File: src/gbpf_pkg.sv
// Shared types and constants of the prime-factorization GCD core.
package gbpf_pkg;

  localparam int unsigned FIRST_TRIAL = 2;

  typedef enum logic [3:0] {
    ST_IDLE,
    ST_CHECK,
    ST_SIDE,
    ST_WAIT,
    ST_UPDATE,
    ST_MUL,
    ST_STEP,
    ST_FINAL,
    ST_DONE
  } gbpf_state_e;

  typedef struct packed {
    logic busy;
    logic done;
  } div_status_t;

endpackage

File: src/gcd_by_prime_factorization_core.sv
// Top level of the GCD core: factors both operands by trial division and merges the primes.
//
// Both operands are factored together by trial divisors d = 2, 3, 4, ... An operand drops
// out of the trials once d*d exceeds what is left of it, and its leftover above one counts
// as a single prime. For every d that divides both operands the running product is
// multiplied by d to the smaller exponent, and a common leftover prime is multiplied in at
// the end. All divisions go through one shared restoring divider; a transfer runs one
// division per active operand for each trial divisor up to the square root of the larger
// operand, one more per extracted prime factor, and one pass of the multiply state per
// multiplication. The core takes one transfer at a time, and a finished result is held
// in an output register while the next transfer is accepted.
module gcd_by_prime_factorization_core #(
  parameter int unsigned VALUE_WIDTH  = 16,
  parameter int unsigned FACTOR_SLOTS = 16
) (
  input  logic                   clk_i,
  input  logic                   rst_ni,
  input  logic                   in_valid_i,
  output logic                   in_stall_o,
  input  logic [VALUE_WIDTH-1:0] first_value_i,
  input  logic [VALUE_WIDTH-1:0] second_value_i,
  output logic                   out_valid_o,
  input  logic                   out_stall_i,
  output logic [VALUE_WIDTH-1:0] gcd_value_o
);
  import gbpf_pkg::*;

  localparam int unsigned ExpW = $clog2(VALUE_WIDTH + 1);
  localparam int unsigned CntW = $clog2(FACTOR_SLOTS + 1);
  localparam int unsigned SqW  = VALUE_WIDTH + 1;
  localparam logic [CntW-1:0] Slots = CntW'(FACTOR_SLOTS);

  gbpf_state_e            state_q, state_d;
  logic [VALUE_WIDTH-1:0] rest_a_q, rest_a_d, rest_b_q, rest_b_d;
  logic                   act_a_q, act_a_d, act_b_q, act_b_d;
  logic                   in_a_q, in_a_d, in_b_q, in_b_d;
  logic [CntW-1:0]        cnt_a_q, cnt_a_d, cnt_b_q, cnt_b_d;
  logic [ExpW-1:0]        exp_a_q, exp_a_d, exp_b_q, exp_b_d;
  logic [VALUE_WIDTH-1:0] d_q, d_d;
  logic [SqW-1:0]         sq_q, sq_d;
  logic                   side_q, side_d;
  logic [VALUE_WIDTH-1:0] prod_q, prod_d;
  logic [VALUE_WIDTH-1:0] mul_op_q, mul_op_d;
  logic [ExpW-1:0]        mul_cnt_q, mul_cnt_d;
  logic                   mul_fin_q, mul_fin_d;
  logic                   out_valid_q, out_valid_d;
  logic [VALUE_WIDTH-1:0] gcd_q, gcd_d;

  logic [2*VALUE_WIDTH-1:0] mul_full;
  logic                     chk_a, chk_b;
  logic                     cur_act;
  logic [VALUE_WIDTH-1:0]   cur_rest;
  logic                     list_a, list_b;
  logic [ExpW-1:0]          eff_a, eff_b;
  logic                     div_start;
  logic [VALUE_WIDTH-1:0]   div_quo, div_rem;
  div_status_t              div_stat;

  gbpf_divider #(
    .VALUE_WIDTH (VALUE_WIDTH)
  ) u_divider (
    .clk_i       (clk_i),
    .rst_ni      (rst_ni),
    .start_i     (div_start),
    .dividend_i  (cur_rest),
    .divisor_i   (d_q),
    .quotient_o  (div_quo),
    .remainder_o (div_rem),
    .status_o    (div_stat)
  );

  assign mul_full = prod_q * mul_op_q;

  always_comb begin
    chk_a    = act_a_q && (sq_q <= {1'b0, rest_a_q});
    chk_b    = act_b_q && (sq_q <= {1'b0, rest_b_q});
    cur_act  = side_q ? act_b_q : act_a_q;
    cur_rest = side_q ? rest_b_q : rest_a_q;
    list_a   = act_a_q ? ((exp_a_q != '0) && (cnt_a_q < Slots))
                       : (in_a_q && (rest_a_q == d_q));
    list_b   = act_b_q ? ((exp_b_q != '0) && (cnt_b_q < Slots))
                       : (in_b_q && (rest_b_q == d_q));
    eff_a    = act_a_q ? exp_a_q : ExpW'(1);
    eff_b    = act_b_q ? exp_b_q : ExpW'(1);

    state_d     = state_q;
    rest_a_d    = rest_a_q;
    rest_b_d    = rest_b_q;
    act_a_d     = act_a_q;
    act_b_d     = act_b_q;
    in_a_d      = in_a_q;
    in_b_d      = in_b_q;
    cnt_a_d     = cnt_a_q;
    cnt_b_d     = cnt_b_q;
    exp_a_d     = exp_a_q;
    exp_b_d     = exp_b_q;
    d_d         = d_q;
    sq_d        = sq_q;
    side_d      = side_q;
    prod_d      = prod_q;
    mul_op_d    = mul_op_q;
    mul_cnt_d   = mul_cnt_q;
    mul_fin_d   = mul_fin_q;
    gcd_d       = gcd_q;
    out_valid_d = out_valid_q;
    div_start   = 1'b0;

    if (out_valid_q && !out_stall_i) begin
      out_valid_d = 1'b0;
    end

    unique case (state_q)
      ST_IDLE: begin
        if (in_valid_i) begin
          rest_a_d = first_value_i;
          rest_b_d = second_value_i;
          act_a_d  = 1'b1;
          act_b_d  = 1'b1;
          cnt_a_d  = '0;
          cnt_b_d  = '0;
          d_d      = VALUE_WIDTH'(FIRST_TRIAL);
          sq_d     = SqW'(FIRST_TRIAL * FIRST_TRIAL);
          prod_d   = VALUE_WIDTH'(1);
          state_d  = ST_CHECK;
        end
      end
      ST_CHECK: begin
        act_a_d = chk_a;
        act_b_d = chk_b;
        if (act_a_q && !chk_a) begin
          in_a_d = cnt_a_q < Slots;
        end
        if (act_b_q && !chk_b) begin
          in_b_d = cnt_b_q < Slots;
        end
        if (!chk_a && !chk_b) begin
          state_d = ST_FINAL;
        end else begin
          side_d  = 1'b0;
          exp_a_d = '0;
          exp_b_d = '0;
          state_d = ST_SIDE;
        end
      end
      ST_SIDE: begin
        if (cur_act) begin
          div_start = 1'b1;
          state_d   = ST_WAIT;
        end else if (!side_q) begin
          side_d = 1'b1;
        end else begin
          state_d = ST_UPDATE;
        end
      end
      ST_WAIT: begin
        if (div_stat.done) begin
          if (div_rem == '0) begin
            if (side_q) begin
              rest_b_d = div_quo;
              exp_b_d  = exp_b_q + ExpW'(1);
            end else begin
              rest_a_d = div_quo;
              exp_a_d  = exp_a_q + ExpW'(1);
            end
            state_d = ST_SIDE;
          end else if (!side_q) begin
            side_d  = 1'b1;
            state_d = ST_SIDE;
          end else begin
            state_d = ST_UPDATE;
          end
        end
      end
      ST_UPDATE: begin
        if (act_a_q && (exp_a_q != '0) && (cnt_a_q < Slots)) begin
          cnt_a_d = cnt_a_q + CntW'(1);
        end
        if (act_b_q && (exp_b_q != '0) && (cnt_b_q < Slots)) begin
          cnt_b_d = cnt_b_q + CntW'(1);
        end
        if (list_a && list_b) begin
          mul_op_d  = d_q;
          mul_cnt_d = (eff_a < eff_b) ? eff_a : eff_b;
          mul_fin_d = 1'b0;
          state_d   = ST_MUL;
        end else begin
          state_d = ST_STEP;
        end
      end
      ST_MUL: begin
        prod_d    = mul_full[VALUE_WIDTH-1:0];
        mul_cnt_d = mul_cnt_q - ExpW'(1);
        if (mul_cnt_q == ExpW'(1)) begin
          state_d = mul_fin_q ? ST_DONE : ST_STEP;
        end
      end
      ST_STEP: begin
        d_d     = d_q + VALUE_WIDTH'(1);
        sq_d    = sq_q + {d_q, 1'b1};
        state_d = ST_CHECK;
      end
      ST_FINAL: begin
        if (in_a_q && in_b_q && (rest_a_q > VALUE_WIDTH'(1)) && (rest_a_q == rest_b_q)) begin
          mul_op_d  = rest_a_q;
          mul_cnt_d = ExpW'(1);
          mul_fin_d = 1'b1;
          state_d   = ST_MUL;
        end else begin
          state_d = ST_DONE;
        end
      end
      ST_DONE: begin
        if (!out_valid_q || !out_stall_i) begin
          gcd_d       = prod_q;
          out_valid_d = 1'b1;
          state_d     = ST_IDLE;
        end
      end
      default: begin
        state_d = ST_IDLE;
      end
    endcase
  end

  always_ff @(posedge clk_i or negedge rst_ni) begin
    if (!rst_ni) begin
      state_q     <= ST_IDLE;
      out_valid_q <= 1'b0;
    end else begin
      state_q     <= state_d;
      out_valid_q <= out_valid_d;
    end
  end

  always_ff @(posedge clk_i) begin
    rest_a_q  <= rest_a_d;
    rest_b_q  <= rest_b_d;
    act_a_q   <= act_a_d;
    act_b_q   <= act_b_d;
    in_a_q    <= in_a_d;
    in_b_q    <= in_b_d;
    cnt_a_q   <= cnt_a_d;
    cnt_b_q   <= cnt_b_d;
    exp_a_q   <= exp_a_d;
    exp_b_q   <= exp_b_d;
    d_q       <= d_d;
    sq_q      <= sq_d;
    side_q    <= side_d;
    prod_q    <= prod_d;
    mul_op_q  <= mul_op_d;
    mul_cnt_q <= mul_cnt_d;
    mul_fin_q <= mul_fin_d;
    gcd_q     <= gcd_d;
  end

  assign in_stall_o  = state_q != ST_IDLE;
  assign out_valid_o = out_valid_q;
  assign gcd_value_o = gcd_q;

  assert property (@(posedge clk_i) disable iff (!rst_ni)
    (state_q != ST_IDLE) |-> (prod_q != '0))
    else $error("Running product became zero.");

  assert property (@(posedge clk_i) disable iff (!rst_ni)
    (state_q == ST_MUL) |-> (mul_cnt_q != '0))
    else $error("Multiply state entered with no multiplications left.");

  assert property (@(posedge clk_i) disable iff (!rst_ni)
    (state_q == ST_WAIT) && !div_stat.done |-> div_stat.busy)
    else $error("Waiting on a divider that is not running.");

  assert property (@(posedge clk_i) disable iff (!rst_ni)
    in_valid_i && !in_stall_o |=> (state_q == ST_CHECK))
    else $error("Accepted transfer did not start the trial loop.");

endmodule

File: src/gbpf_divider.sv
// Iterative restoring divider that produces one quotient bit per cycle.
module gbpf_divider #(
  parameter int unsigned VALUE_WIDTH = 16
) (
  input  logic                    clk_i,
  input  logic                    rst_ni,
  input  logic                    start_i,
  input  logic [VALUE_WIDTH-1:0]  dividend_i,
  input  logic [VALUE_WIDTH-1:0]  divisor_i,
  output logic [VALUE_WIDTH-1:0]  quotient_o,
  output logic [VALUE_WIDTH-1:0]  remainder_o,
  output gbpf_pkg::div_status_t   status_o
);
  import gbpf_pkg::*;

  localparam int unsigned CntW = $clog2(VALUE_WIDTH);

  logic [VALUE_WIDTH-1:0] quo_q, quo_d;
  logic [VALUE_WIDTH-1:0] rem_q, rem_d;
  logic [VALUE_WIDTH-1:0] div_q, div_d;
  logic [CntW-1:0]        cnt_q, cnt_d;
  logic                   busy_q, busy_d;
  logic                   done_q, done_d;
  logic [VALUE_WIDTH:0]   trial;
  logic [VALUE_WIDTH:0]   diff;
  logic                   ge;

  always_comb begin
    trial  = {rem_q, quo_q[VALUE_WIDTH-1]};
    diff   = trial - {1'b0, div_q};
    ge     = trial >= {1'b0, div_q};
    quo_d  = quo_q;
    rem_d  = rem_q;
    div_d  = div_q;
    cnt_d  = cnt_q;
    busy_d = busy_q;
    done_d = 1'b0;
    if (start_i) begin
      quo_d  = dividend_i;
      rem_d  = '0;
      div_d  = divisor_i;
      cnt_d  = CntW'(VALUE_WIDTH - 1);
      busy_d = 1'b1;
    end else if (busy_q) begin
      rem_d = ge ? diff[VALUE_WIDTH-1:0] : trial[VALUE_WIDTH-1:0];
      quo_d = {quo_q[VALUE_WIDTH-2:0], ge};
      if (cnt_q == '0) begin
        busy_d = 1'b0;
        done_d = 1'b1;
      end else begin
        cnt_d = cnt_q - CntW'(1);
      end
    end
  end

  always_ff @(posedge clk_i or negedge rst_ni) begin
    if (!rst_ni) begin
      busy_q <= 1'b0;
      done_q <= 1'b0;
      cnt_q  <= '0;
    end else begin
      busy_q <= busy_d;
      done_q <= done_d;
      cnt_q  <= cnt_d;
    end
  end

  always_ff @(posedge clk_i) begin
    quo_q <= quo_d;
    rem_q <= rem_d;
    div_q <= div_d;
  end

  assign quotient_o    = quo_q;
  assign remainder_o   = rem_q;
  assign status_o.busy = busy_q;
  assign status_o.done = done_q;

  assert property (@(posedge clk_i) disable iff (!rst_ni)
    done_q && (div_q != '0) |-> rem_q < div_q)
    else $error("Divider remainder is not below the divisor.");

  assert property (@(posedge clk_i) disable iff (!rst_ni)
    done_q |-> !busy_q)
    else $error("Divider reports done while still busy.");

  assert property (@(posedge clk_i) disable iff (!rst_ni)
    $rose(busy_q) |-> cnt_q == CntW'(VALUE_WIDTH - 1))
    else $error("Divider started without a full bit count.");

endmodule
File: config.mk
export PLATFORM = sky130hd
export DESIGN_NAME = gcd_by_prime_factorization_core
export DESIGN_NICKNAME = d
export VERILOG_FILES = /design/src/gbpf_pkg.sv /design/src/gcd_by_prime_factorization_core.sv /design/src/gbpf_divider.sv
export SDC_FILE = /design/constraint.sdc
export NUM_CORES = 1
export LEC_CHECK = 0
export ABC_AREA = 1
export BUFFER_PORTS_ARGS = -buffer_cell sky130_fd_sc_hd__buf_2
export CAP_MARGIN = 15
export CORE_UTILIZATION = 35
export CTS_CLUSTER_SIZE = 40
export DETAILED_ROUTE_END_ITERATION = 16
export SLEW_MARGIN = 10
export SYNTH_ARGS = -nofsm -noshare
export SYNTH_HDL_FRONTEND = slang
export SYNTH_SLANG_ARGS = --single-unit
File: constraint.sdc
create_clock -name clk_i -period 5.45 [get_ports clk_i]
set_clock_uncertainty 0.05 [all_clocks]
set_input_delay 0.545 -clock clk_i [delete_from_list [all_inputs] [get_ports clk_i]]
set_output_delay 0.545 -clock clk_i [all_outputs]
set_load 0.005 [all_outputs]
* Word-level counts from Yosys, hierarchy flattened
Cells that the tools add are included.
W data, S select, Z words.
** Cells by class
- Eq/ne operators :: 28
- $lt $le $gt $ge :: 7
- Add/subtract/negate cells :: 9
- Multipliers :: 1
- Reductions and logical operators :: 56
- Muxes and demuxes :: 84
** Operators by type and width (number)
- $mux W16 :: 16
- $pmux W16 S2 :: 5
- $mux W5 :: 15
- $eq A16 B16 Y1 :: 3
- $mux W4 :: 11
- $pmux W5 S2 :: 4
- $pmux W4 S9 :: 1
- $le A17 B16 Y1 :: 2
- $pmux W17 S2 :: 1
- $reduce_and A5 Y1 :: 6
- $ne A2 B2 Y1 const B :: 14
- $mux W1 :: 21
- $add A5 B1 Y5 const B :: 4
- $logic_and A1 B1 Y1 :: 18
- $add A17 B17 Y17 :: 1
- $ge A17 B16 Y1 :: 1
- $mux W17 :: 1
- $add A16 B1 Y16 const B :: 1
- $eq A4 B3 Y1 const B :: 4
- $gt A16 B1 Y1 const B :: 1
- $logic_not A16 Y1 :: 1
- $mul A16 B16 Y16 :: 1
- $reduce_bool A2 Y1 :: 8
- $sub A16 B16 Y16 :: 1
- 23 further kinds :: 44
** Word-level totals
- Register bits after elaboration :: 203
- Input bits :: 36
- Output and inout port bits :: 18
- Word-level logic and storage cells :: 211

* Logic depth before layout (Yosys ltp)
- Depth after elaboration :: 6
- Gate-level depth with buffers :: 27
- Gate-level depth less buffers :: 26

* Cells and area by module
A second synthesis with hierarchy kept.
** Unflattened totals
- Cells, all modules :: 2168
- Area total of the unflattened synthesis :: 16937.5 um^2
** Modules (own cells, without submodules)
- gcd_by_prime_factorization_core :: cells each 1731, sequential area each 4449.3 um^2, times used 1, area an instance 13481.7 um^2
- gbpf_divider :: cells each 437, sequential area each 1431.4 um^2, times used 1, area an instance 3455.8 um^2

* Worst setup path before layout
No wires, ideal clock.
- Path type :: register to register
- From :: reg prod_q[5]
- To :: reg prod_q[15], data pin
- Setup time :: 0.255 ns
- Stages on the path, launching flop included :: 23
- Data arrival time :: 4.874 ns
- Period minus slack after synthesis :: 5.179 ns
- Path slack :: 0.271 ns
- Required time :: 5.145 ns
- Path buffers :: 1
- Cells stage by stage :: edfxtp_1 -> clkbuf_1 -> nand2_1 -> inv_1 -> fa_1 -> inv_1 -> fa_1 -> fa_1 -> fa_1 -> inv_1 -> fa_1 -> inv_1 -> fa_1 -> inv_1 -> ha_1 -> nand2_1 -> inv_1 -> nand3_1 -> nand3b_1 -> o2111ai_1 -> nand3_1 -> nand2_1 -> nor2_1
** On the way
- Longest elaborated chain between the ends :: 2
** Ends and longest elaborated chain
- from (decl) :: RTL line gcd_by_prime_factorization_core.sv:42 : logic [VALUE_WIDTH-1:0] prod_q, prod_d;
- from (signal assigned) :: RTL line gcd_by_prime_factorization_core.sv:249 : prod_q <= prod_d;
- $mul A16 B16 Y16 :: RTL line gcd_by_prime_factorization_core.sv:72 : assign mul_full = prod_q * mul_op_q;
- $pmux W16 S2 :: RTL line gcd_by_prime_factorization_core.sv:112 : unique case (state_q)
Every way passes these cells.
A chain may end at the register's enable or synchronous reset.

* Final worst setup path
- From :: reg prod_q[9]
- To :: reg prod_q[15], data pin
The elaborated chain is that of the path after synthesis.

==> impl_metrics.prom <==
# TYPE chip_impl_metric gauge
chip_impl_metric{name="core-area",unit="µm²"} 46700
chip_impl_info{name="yosys.cell_count.top_type",value="sky130_fd_sc_hd__nand2_1"} 1
chip_impl_metric{name="worst_relative_slew_slack",unit=""} 0.242
chip_impl_metric{name="final_antenna_net_count",unit=""} 0
chip_impl_metric{name="synth_enable_flop_cells",unit=""} 176
chip_impl_metric{name="grt_max_degree",unit=""} 53
chip_impl_metric{name="clockBufferDepth",unit=""} 3
chip_impl_info{name="timing.rr.start",value="prod_q[9]"} 1
chip_impl_metric{name="route.detailed.vias_per_inst",unit=""} 4.92
chip_impl_metric{name="yosysTopAreaCellShare",unit=""} 0.319
chip_impl_info{name="ys_top_cells_by_count",value="sky130_fd_sc_hd__nand2_1, sky130_fd_sc_hd__inv_1, sky130_fd_sc_hd__edfxtp_1, sky130_fd_sc_hd__nor2_1, sky130_fd_sc_hd__ha_1"} 1
chip_impl_info{name="status",value="finished, violations left"} 1
chip_impl_metric{name="die-area",unit="µm²"} 48200
chip_impl_metric{name="final_max_slew_viol_count",unit=""} 0
chip_impl_metric{name="area_growth_syn_to_layout",unit="%"} 11.7
chip_impl_metric{name="cts_htree_levels",unit=""} 1
chip_impl_info{name="violations",value="DRC"} 1
chip_impl_info{name="cts_tree",value="done"} 1
chip_impl_info{name="yosys.area.top_type",value="sky130_fd_sc_hd__edfxtp_1"} 1
chip_impl_metric{name="max_freq",unit="MHz"} 189
chip_impl_metric{name="gp_routability_congestion",unit=""} 0.932
chip_impl_metric{name="num_rows",unit=""} 79
chip_impl_metric{name="finalCritPeriodShare",unit=""} 0.969
chip_impl_metric{name="finalSetupViolations",unit=""} 0
chip_impl_metric{name="timing_worst_slew_pin_value",unit="ns"} 1.14
chip_impl_metric{name="ys_seq_elements",unit=""} 203
chip_impl_metric{name="cp_max_fo",unit=""} 7
chip_impl_metric{name="die_height",unit="µm"} 220
chip_impl_info{name="clockRootBuffer",value="sky130_fd_sc_hd__clkbuf_16"} 1
chip_impl_metric{name="fin_cells",unit=""} 2836
chip_impl_metric{name="finalHoldViolations",unit=""} 0
chip_impl_metric{name="numPlacedInstances",unit=""} 2775
chip_impl_metric{name="first_global_vias",unit=""} 13200
chip_impl_metric{name="drt_drc_violations_left",unit=""} 4
chip_impl_metric{name="overflow",unit=""} 0
chip_impl_metric{name="cts_made_buffers",unit=""} 25
chip_impl_metric{name="die_w",unit="µm"} 220
chip_impl_metric{name="grt_pass1_wl",unit="µm"} 71000
chip_impl_info{name="critPathLaunchType",value="flop"} 1
chip_impl_metric{name="postSynthCellCount",unit=""} 2136
chip_impl_info{name="grt_setup_unrepaired",value="yes"} 1
chip_impl_metric{name="synth.lib_cells_used.distinct",unit=""} 50
chip_impl_info{name="hold_path_class",value="input pin to flop"} 1
chip_impl_info{name="leading_post_synthesis_cells_by_cell_area",value="sky130_fd_sc_hd__edfxtp_1, sky130_fd_sc_hd__nand2_1, sky130_fd_sc_hd__fa_1, sky130_fd_sc_hd__ha_1, sky130_fd_sc_hd__inv_1"} 1
chip_impl_info{name="endpoint_class_of_the_critical_path",value="flop"} 1
chip_impl_info{name="dominantRegCellSynth",value="sky130_fd_sc_hd__edfxtp_1"} 1
chip_impl_metric{name="critical_path_arrival",unit="ns"} 5.54
chip_impl_metric{name="antenna_cells_inserted",unit=""} 0
chip_impl_metric{name="placement.io_buffers",unit=""} 53
chip_impl_metric{name="layout_min_cycle_time",unit="ns"} 5.28
chip_impl_metric{name="max-cap-violations",unit=""} 0
chip_impl_metric{name="synth_area",unit="µm²"} 16600
chip_impl_metric{name="final_layout_size_suffix_gt1_frac",unit=""} 0.0731
chip_impl_metric{name="postSynth.asyncResetShare",unit=""} 0.0542
chip_impl_metric{name="initial_core_util",unit=""} 0.355
chip_impl_info{name="hold_start",value="out_stall_i"} 1
chip_impl_metric{name="worst_hold_slack",unit="ns"} 0.155
chip_impl_info{name="crit_type",value="flop to flop"} 1
chip_impl_metric{name="fin_nets",unit=""} 2454
chip_impl_metric{name="drtPass1Iterations",unit=""} 12
chip_impl_metric{name="detailed_place_hpwl",unit="µm"} 34900
chip_impl_metric{name="timing.critical_path.required",unit="ns"} 5.71
chip_impl_metric{name="syn_avg_cell_area",unit="µm²"} 7.75
chip_impl_metric{name="synth_nets",unit=""} 2380
chip_impl_metric{name="insertion_delay",unit="ns"} 0.57
chip_impl_metric{name="synthesis.yosys.warnings",unit=""} 0
chip_impl_metric{name="route.vias.total",unit=""} 13900
chip_impl_metric{name="drt_wirelength",unit="µm"} 45000
chip_impl_info{name="startpoint",value="prod_q[9]"} 1
chip_impl_metric{name="wl_per_cell",unit="µm"} 15.9
chip_impl_metric{name="grt_use_total",unit=""} 0.188
chip_impl_metric{name="number_of_antenna_violations_at_the_first_check_in_global_routing",unit=""} 0
chip_impl_metric{name="cts_sinks",unit=""} 203
chip_impl_metric{name="path_clk_slew",unit="ns"} 0.06
chip_impl_metric{name="initialDrtViolationCount",unit=""} 1199
chip_impl_metric{name="synth_seq_area_share",unit=""} 0.355
chip_impl_metric{name="design.portCount",unit=""} 54
[sequential cells by signal, indices dropped and copies added, names as in the netlist, 4 cells and up]
signal	cells
sq_q	17
d_q	16
gcd_value_o	16
mul_op_q	16
prod_q	16
rest_a_q	16
rest_b_q	16
u_divider.div_q	16
u_divider.quotient_o	16
u_divider.remainder_o	16
cnt_a_q	5
cnt_b_q	5
exp_a_q	5
exp_b_q	5
mul_cnt_q	5
state_q	4
u_divider.cnt_q	4
[stage by stage]
| step | util | setup slack (ns) | setup TNS [ns] | cell area, µm² |
|---|---|---|---|---|
| floorplan | - | 0.271 | 0 | 16600 |
| global placement | 0.377 | 0.213 | 0 | 17600 |
| detailed placement | 0.377 | 0.143 | 0 | 17600 |
| CTS | 0.393 | 0.126 | 0 | 18300 |
| global route | 0.396 | -0.0627 | -0.0657 | 18500 |
| finish | 0.396 | 0.169 | 0 | 18500 |
[critical path, stage by stage, from the launching register on]
cell	delay [ns]
sky130_fd_sc_hd__edfxtp_1	0.53
sky130_fd_sc_hd__buf_4	0.20
sky130_fd_sc_hd__nand2_1	0.07
sky130_fd_sc_hd__inv_1	0.06
sky130_fd_sc_hd__fa_1	0.49
sky130_fd_sc_hd__inv_1	0.05
sky130_fd_sc_hd__fa_1	0.49
sky130_fd_sc_hd__fa_1	0.53
sky130_fd_sc_hd__fa_1	0.44
sky130_fd_sc_hd__fa_1	0.54
sky130_fd_sc_hd__fa_1	0.55
sky130_fd_sc_hd__inv_1	0.04
sky130_fd_sc_hd__ha_1	0.34
sky130_fd_sc_hd__nand3_1	0.12
sky130_fd_sc_hd__nand3b_1	0.20
sky130_fd_sc_hd__o2111ai_2	0.10
sky130_fd_sc_hd__nand3_1	0.10
sky130_fd_sc_hd__nand2_1	0.06
sky130_fd_sc_hd__nor2_1	0.05
[area by class of cell]
type,instances,area [µm²]
Timing Repair Buffer,99,613
Inverter,387,1450
Multi-Input combinational cell,1494,9030
Fill cell,4790,28200
Clock inverter,10,78.8
Tap cell,607,759
Clock buffer,36,677
Sequential cell,203,5880
[layer usage]
layer  share of wire  up-vias  wire (µm)  track usage
li1                -     6949          -            -
met4           0.030        0       1370       0.0569
met1            0.45     6523      20100        0.252
met5               0        -          0            0
met2            0.46      404      20800        0.310
met3           0.061       70       2750       0.0315
[logic make-up after synthesis]
| logic type | synth area share |
|---|---|
| AOI/OAI and AO/OA | 0.0848 |
| xor gates and xnor gates | 0.0169 |
| adders and majority gates | 0.194 |
| buffers and inverters | 0.103 |
| DFF | 0.355 |
| and+or+nand+nor | 0.246 |
[repair_timing]
action	CTS	global route
hold endpoints to repair	11	0
hold buffers	1	0
endpoints found under the setup margin	0	5
resized for setup	0	8
setup buffers	0	14
[final timing paths]
check                                           end  slack, ns  cells past startpoint
min                                     out_valid_o       0.15                      3
max in group asynchronous        u_divider.cnt_q[2]       4.79                      2
min in group asynchronous               out_valid_o       0.33                      2
max reg2reg                              prod_q[15]       0.17                     18
max                                      prod_q[15]       0.17                     18
min reg2reg                u_divider.remainder_o[1]       0.43                      2
[cell usage in the layout (no fill, tap or decap), drive strengths merged, types with 3 or more instances in the layout]
cell type | Yosys | routed
nand2 | 689 | 689
ha | 126 | 126
edfxtp | 176 | 176
o21a | 11 | 11
clkinv | 1 | 6
xnor2 | 16 | 16
a31oi | 18 | 18
clkbuf | 30 | 36
inv | 386 | 388
nor4 | 6 | 6
o21ai | 94 | 94
o211ai | 3 | 3
o311ai | 3 | 3
fa | 82 | 82
xor2 | 16 | 16
dfrtp | 11 | 11
nand4 | 17 | 17
nor3 | 18 | 18
nand3 | 89 | 89
dfxtp | 16 | 16
clkinvlp | 0 | 3
nand3b | 10 | 10
a21oi | 102 | 102
buf | 22 | 98
nor2 | 169 | 169
o31ai | 5 | 5
a21o | 7 | 7
Power is left out: the tool's default activity adds up to more than one toggle a clock period on the data nets, which glitch-free logic cannot reach.
